**src/hw/rtl/bcvf_ram.sv**
```systemverilog
// Generic single-port-write, registered-read RAM.
module bcvf_ram #(
   parameter int unsigned WIDTH = 8,
   parameter int unsigned DEPTH = 32
) (
   input  logic                                          clock,
   input  logic                                          wr_en,
   input  logic [((DEPTH > 1) ? $clog2(DEPTH) : 1)-1:0]  wr_addr,
   input  logic [WIDTH-1:0]                              wr_data,
   input  logic [((DEPTH > 1) ? $clog2(DEPTH) : 1)-1:0]  rd_addr,
   output logic [WIDTH-1:0]                              rd_data
);
   logic [WIDTH-1:0] mem_ff [DEPTH];

   // Write one word, read one word through a register
   always_ff @(posedge clock) begin
      if (wr_en) begin
         mem_ff[wr_addr] <= wr_data;
      end
      rd_data <= mem_ff[rd_addr];
   end

endmodule
```
**config.mk**
```make
export PLATFORM = sky130hd
export DESIGN_NAME = bcvf_ram
export DESIGN_NICKNAME = d
export VERILOG_FILES = /design/src/hw/rtl/bcvf_ram.sv
export SDC_FILE = /design/constraint.sdc
export NUM_CORES = 1
export LEC_CHECK = 0
export ABC_CLOCK_PERIOD_IN_PS = 2700
export BUFFER_PORTS_ARGS = -buffer_cell sky130_fd_sc_hd__buf_2
export CAP_MARGIN = 20
export CORE_UTILIZATION = 60
export CTS_BUF_LIST = sky130_fd_sc_hd__clkbuf_8
export DETAILED_ROUTE_END_ITERATION = 7
export PLACE_DENSITY = 0.89
export SKIP_CTS_REPAIR_TIMING = 1
export SYNTH_ARGS = -nofsm -noshare
export SYNTH_HDL_FRONTEND = slang
export SYNTH_SLANG_ARGS = --single-unit
```
**constraint.sdc**
```tcl
create_clock -name clock -period 2.7 [get_ports clock]
set_clock_uncertainty 0.1 [all_clocks]
set_input_delay 0.27 -clock clock [delete_from_list [all_inputs] [get_ports clock]]
set_output_delay 0.27 -clock clock [all_outputs]
set_load 0.005 [all_outputs]
```
## After elaboration in Yosys (flattened, before gate mapping)

Memories as Yosys holds them, arrays and structs flattened. A register that Yosys moved wholly into a read port is not among the register bits.
Cells that the tools add are included.

| operators by class | value |
|---|---|
| muxes and demuxes | 2 |

Operator list:

| kind | count |
|---|---|
| $mux W1 | 2 |

| storage, ports and cells | value |
|---|---|
| register bits | 0 |
| RAM bits | 256 |
| output and inout port bits | 8 |
| memories | 1 |
| bits of input ports | 20 |
| logic and storage cells | 3 |

Memory list:

| memory | words | bits a word | read ports | clocked after memory_dff | write ports | line | source |
|---|---|---|---|---|---|---|---|
| mem_ff | 32 | 8 | 1 | 1 | 1 | 13 | `logic [WIDTH-1:0] mem_ff [DEPTH];` |

## Depth between registers and ports, before layout

Gate-level depths: netlist of the first run.

| depth | value |
|---|---|
| depth after elaboration | 2 |
| mapped depth | 5 |

## Worst setup path after synthesis of the first run

No wires, ideal clock.

| path | value |
|---|---|
| path type | input -> register |
| start point | in rd_addr[2] in the netlist's numbering |
| end point | reg rd_data[0] (read register of mem_ff) |
| buffers on the path | 2 |
| setup time | 121 ps |
| arrival | 1,952 ps |
| cell stages on the path | 5 |
| required time | 2,479 ps |
| path slack | 528 ps |
| cells stage by stage | clkbuf_1 -> clkbuf_1 -> mux4_2 -> mux4_2 -> mux2_2 |

RTL lines:

| item | line | source |
|---|---|---|
| from (decl) | 10 | `input logic [((DEPTH > 1) ? $clog2(DEPTH) : 1)-1:0] rd_addr,` |
| to (decl) | 11 | `output logic [WIDTH-1:0] rd_data` |

==> flow_metrics.tcl, run 1 <==
set metrics [dict create \
    dr.pass1.iters 5 \
    seqPwrFrac_pct 56.8 \
    via_count 4832 \
    setup_violations 0 \
    mostFrequentLayoutCell "edfxtp_1" \
    reg2reg_to "rd_data[5]" \
    internal-power_uw 6360 \
    cpMaxStageDelayCell "mux4_2" \
    area_growth_syn_to_layout_pct 12.9 \
    finalSetupTns_ns 0 \
    power_leakage_uw 0.00366 \
    wl_per_cell_um 30.1 \
    critPathBufInv 0 \
    track_usage_pct 27.5 \
    die_w_um 131 \
    clockRootBuffer "clkbuf_8" \
    cp_num_cells 3 \
    grt_pass1_vias 5094 \
    core_area_um2 16100 \
    synthDistinctLibCells 15 \
    place_area_um2 10600 \
    max_freq_mhz 512 \
    busiest_layer "met2" \
    p_per_area_nw_per_um2 712 \
    worstPathArrival_ns 2.28 \
    viasPerCell 6.56 \
    met1_usage_pct 37.4 \
    peakVddDrop_v 0.000375 \
    finalWeightedCongestion 0.778 \
    rows 46 \
    fp.dieH_um 131 \
    rrSetupSlack_ns 0.75 \
    synth_compound_area_share_pct 0 \
    ys_ff_latch 264 \
    numCtsBuffers 39 \
    wl_um 22200 \
    critPathMaxFanout 1 \
    synth-adder-area-share_pct 0 \
    cts_max_path_buffers 3 \
    die_area_um2 17300 \
    critPathRequiredTime_ns 3.03 \
    syn_area_um2 10100 \
    grt_pass1_wl_um 32900 \
    p_total_uw 8080 \
    crit_family "multiplexers" \
    syn_inst 417 \
    final-hold-violation-count 0 \
    met2_usage_pct 43.9 \
    cts_tree "yes" \
    yosys.area_share.xor_xnor_pct 0 \
    tightest_slew_ns 0.966 \
    crit_top_cell "mux4_2" \
    crit_end "rd_data[5]" \
    drcViolationCount 0 \
    synthMuxAreaShare_pct 18.8 \
    final.period_utilization_pct 72.3 \
    ys.warnings.count 0 \
    grt_overflow 0 \
    fin_area_um2 11300 \
    reg2reg_from "mem_ff[4][5]" \
    grt_max_degree 65 \
    synthSimpleGateAreaFrac_pct 2.07 \
    power_switching_uw 1720 \
    path_clk_slew_ns 0.07 \
    antenna_found_initial 0 \
    io-pin-count 28 \
    crit_type "flop to flop" \
    n_antenna_cell 0 \
    switching_share_pct 21.3 \
    status "complete, no violations" \
    dp_hpwl_um 13500 \
    grtUsageMet3_pct 6.17 \
    start_util_pct 62.4 \
    rsz0062_at_grt "no" \
    startpoint "mem_ff[4][5]" \
    clk_latency_ns 0.54 \
    max_cap_viol_count 0 \
    combPwrFrac_pct 5.3 \
    cp-end-kind "flop" \
    nets 514 \
    synth_nets 437 \
    critPathLaunchType "flop" \
    cp_cell_sequence "mux4_2 > mux4_2 > mux2_2" \
    slew-limit-headroom_pct 35.3 \
    layout-drive-gt1-share_pct 38.0 \
    port_buffers 27 \
    reg2reg_depth 3 \
    cpPeakStageDelay_ns 0.52 \
    synth_top_family_by_area "multiplexers" \
    ys_seq_area_share_pct 78.1 \
    hp-class "primary input to flop" \
    cts.sink_count 264 \
    ant_nets 0 \
    finalMaxSlewViolations 0 \
    ctsHtreeMaxLevel 2 \
    avgSynthCellArea_um2 24.1 \
    clock_power_share_pct 37.9 \
    post-route-min-period_ns 1.95 \
    layout_common_cells "256 x edfxtp_1, 80 x mux4_2, 45 x clkbuf_8, 33 x nor2_1, 27 x buf_4" \
    drt_iter0_markers 626 \
]
[flip-flops by register name, summed over array words and instances (netlist names)]
name / cells
mem_ff: 256
rd_data: 8
[stage by stage]
stage	hold WS [ns]	utilization, %	cells	worst slack [ns]
4_1_cts	0.0827	70.4	737	0.756
3_5_place_dp	0.590	65.8	669	0.375
3_3_place_gp	0.590	65.8	669	0.405
2_1_floorplan	0.269	-	417	0.528
5_1_grt	0.0906	70.4	737	0.731
6_report	0.119	70.4	737	0.748
[cells in the mapped netlist]
cell type  number  share of area [%]
dfxtp_1         8                1.6
clkbuf_1        6               0.22
nand3_1         2               0.10
buf_1           6               0.22
buf_6           1               0.11
edfxtp_1      256                 76
nand2_1         1              0.037
nor2_1         33                1.2
nand3b_1        5               0.37
mux2_2          8               0.90
or3_1           1              0.062
mux4_2         80                 18
buf_2           1              0.050
or3b_2          3               0.26
buf_4           6               0.45
[power by group through the flow]
| stage | registers, uW | clock network (uW) | logic (uW) |
|---|---|---|---|
| after floorplan | 4660 | 0 | 243 |
| after global placement | 4660 | 0 | 403 |
| after detailed placement | 4670 | 0 | 425 |
| after CTS | 4590 | 3090 | 430 |
| after global routing | 4590 | 3250 | 451 |
| final | 4590 | 3060 | 429 |
[how the worst min path moves through the flow]
stage	start	cells after the start	end	slack [ns]
finish	rd_addr[3]	2	rd_data[7]	0.12
global route	rd_addr[3]	2	rd_data[7]	0.09
CTS	rd_addr[3]	2	rd_data[7]	0.08
detailed placement	rd_data[1]	1	rd_data[1]	0.59
global placement	rd_data[2]	1	rd_data[2]	0.59
floorplan	wr_data[0]	0	mem_ff[0][0]	0.27
[cells by family after synthesis]
| kind of cell | count (synthesis) |
|---|---|
| flops | 264 |
| simple gates | 45 |
| buf+inv | 20 |
| mux | 88 |
[cell type report]
| cell class | count | area (um^2) |
|---|---|---|
| clock buffer | 45 | 619 |
| clock inverter | 23 | 119 |
| fill | 897 | 4770 |
| multi-input combinational | 133 | 2100 |
| sequential | 264 | 7850 |
| tap | 216 | 270 |
| timing repair buffer | 56 | 393 |
[per-layer routing]
| layer | part of all wire, % | vias up |
|---|---|---|
| li1 | - | 1933 |
| met1 | 36 | 2465 |
| met2 | 49 | 380 |
| met3 | 11 | 54 |
| met4 | 3.3 | 0 |
| met5 | 0 | - |
Power figures use the tool's default switching activity.
==> run 2: changes to the inputs <==
--- a/config.mk
+++ b/config.mk
@@ -5,7 +5,7 @@
 export SDC_FILE = /design/constraint.sdc
 export NUM_CORES = 1
 export LEC_CHECK = 0
-export ABC_CLOCK_PERIOD_IN_PS = 2700
+export ABC_CLOCK_PERIOD_IN_PS = 1800
 export BUFFER_PORTS_ARGS = -buffer_cell sky130_fd_sc_hd__buf_2
 export CAP_MARGIN = 20
 export CORE_UTILIZATION = 60
==> constraint.sdc (replaced) <==
create_clock -name clock -period 1.8 [get_ports clock]
set_clock_uncertainty 0.1 [all_clocks]
set_input_delay 0.18 -clock clock [delete_from_list [all_inputs] [get_ports clock]]
set_output_delay 0.18 -clock clock [all_outputs]
set_load 0.005 [all_outputs]
==> flow_metrics.tcl, run 2 (synthesized netlist as in run 1, its figures left out) <==
set metrics [dict create \
    dp_cells 680 \
    fin_area_um2 11500 \
    min_path_cells 1 \
    highest_layer "met4" \
    drcViolationCount 0 \
    ctsHtreeMaxLevel 2 \
    power_leakage_uw 0.00376 \
    final_core_util_pct 71.5 \
    grt_max_degree 34 \
    antenna_found_initial 1 \
    cts.sink_count 264 \
    nFillCells 874 \
    grt_pass1_vias 5008 \
    critPathMaxFanout 2 \
    mostFrequentLayoutCell "edfxtp_1" \
    worstPathArrival_ns 2.28 \
    fp.dieH_um 131 \
    critPathLaunchType "flop" \
    wl_per_cell_um 27.3 \
    clock_power_share_pct 38.4 \
    reg2reg_depth 3 \
    peakVddDrop_v 0.000414 \
    rsz0062_at_grt "yes" \
    rrSetupSlack_ns -0.20 \
    cp-end-kind "flop" \
    cpMaxStageDelayCell "mux4_2" \
    reg2reg_from "mem_ff[19][5]" \
    power_switching_uw 2550 \
    die_w_um 131 \
    wl_met3_um 2120 \
    viasPerCell 6.28 \
    setup_violations 8 \
    hp-class "primary input to flop" \
    largest_reg_flops 256 \
    start_util_pct 62.4 \
    numCtsBuffers 40 \
    reg2reg_to "rd_data[5]" \
    nets 527 \
    seqPwrFrac_pct 56.1 \
    max_freq_mhz 499 \
    final.period_utilization_pct 111 \
    layout_common_cells "256 x edfxtp_1, 80 x mux4_2, 44 x clkbuf_8, 35 x buf_4, 33 x nor2_1" \
    wl_met1_um 7830 \
    failed_checks "setup timing" \
    via_count 4728 \
    dr.pass1.iters 5 \
    slew-limit-headroom_pct 58.5 \
    critPathRequiredTime_ns 2.08 \
    tightest_slew_ns 0.622 \
    cts_tree "yes" \
    core_area_um2 16100 \
    holdPathEnd "mem_ff[24][0]" \
    final-hold-violation-count 0 \
    path_clk_slew_ns 0.06 \
    finalMaxSlewViolations 0 \
    final_cells 753 \
    area_growth_syn_to_layout_pct 14.6 \
    internal-power_uw 9680 \
    p_per_area_nw_per_um2 1060 \
    drt_iter0_markers 544 \
    status "complete, but fails checks" \
    ant_nets 0 \
    cpPeakStageDelay_ns 0.55 \
    largest-register "mem_ff" \
    min_from "wr_data[0]" \
    grt_overflow 0 \
    clk_latency_ns 0.51 \
    finalWeightedCongestion 0.750 \
    max_cap_viol_count 0 \
    setup_slack_ns -0.202 \
    crit_top_cell "mux4_2" \
    cts_max_path_buffers 3 \
    layout-drive-gt1-share_pct 39.4 \
    cp_cell_sequence "mux4_2 > mux4_2 > mux2_2" \
    combPwrFrac_pct 5.5 \
    grt_pass1_wl_um 31200 \
    whs_ns 0.113 \
    post-route-min-period_ns 2.00 \
    crit_type "flop to flop" \
    port_buffers 27 \
    reg_top3 "mem_ff (256), rd_data (8)" \
    rows 46 \
    die_area_um2 17300 \
    place_area_um2 10700 \
    dr_wl_met2_um 10100 \
    clockRootBuffer "clkbuf_8" \
    io-pin-count 28 \
    track_usage_pct 25.2 \
    wl_um 20500 \
    switching_share_pct 20.9 \
    dp_hpwl_um 13200 \
]
[run 2: worst max-delay path by stage]
stage / to / slack [ns] / from
after floorplan: rd_data[0] / -0.08 / rd_addr[0]
after global routing: rd_data[5] / -0.19 / mem_ff[19][5]
after detailed placement: rd_data[1] / -0.39 / rd_addr[0]
final: rd_data[5] / -0.20 / mem_ff[19][5]
after global placement: rd_data[0] / -0.36 / rd_addr[0]
after CTS: rd_data[2] / -0.17 / mem_ff[28][2]
[run 2: worst max-delay path, delay by kind of cell, from the launching register on]
family / cells / cell delay, ns
muxes: 3 / 1.36
DFF: 1 / 0.41
[run 2: area by class of cell]
class / instances / area [um^2] / area share (%)
Timing Repair Buffer: 68 / 523 / 4.54
Sequential cell: 264 / 7850 / 68.1
Tap cell: 216 / 270 / 2.35
Multi-Input combinational cell: 133 / 2110 / 18.3
Clock buffer: 44 / 606 / 5.26
Antenna cell: 1 / 2.50 / 0.0217
Clock inverter: 27 / 163 / 1.41
[run 2: power groups by stage]
stage / logic, uW / clock network [uW] / registers [uW]
floorplan: 393 / 0 / 6980
global placement: 632 / 0 / 6990
detailed placement: 661 / 0 / 7000
CTS: 665 / 4740 / 6870
global route: 711 / 5020 / 6870
finish: 670 / 4690 / 6870
[run 2: per-stage QoR]
step	TNS, ns	power (uW)	worst slack, ns
finish	-1.17	12200	-0.202
floorplan	-0.616	7380	-0.0771
CTS	-1.04	12300	-0.167
global placement	-2.68	7620	-0.360
global route	-1.26	12600	-0.189
detailed placement	-2.82	7660	-0.387
[run 2: metal layers]
layer	GRT usage, %	vias to the layer above
met5	0	-
met4	10.1	0
met3	6.67	41
met2	38.6	318
met1	35.4	2407
li1	-	1962
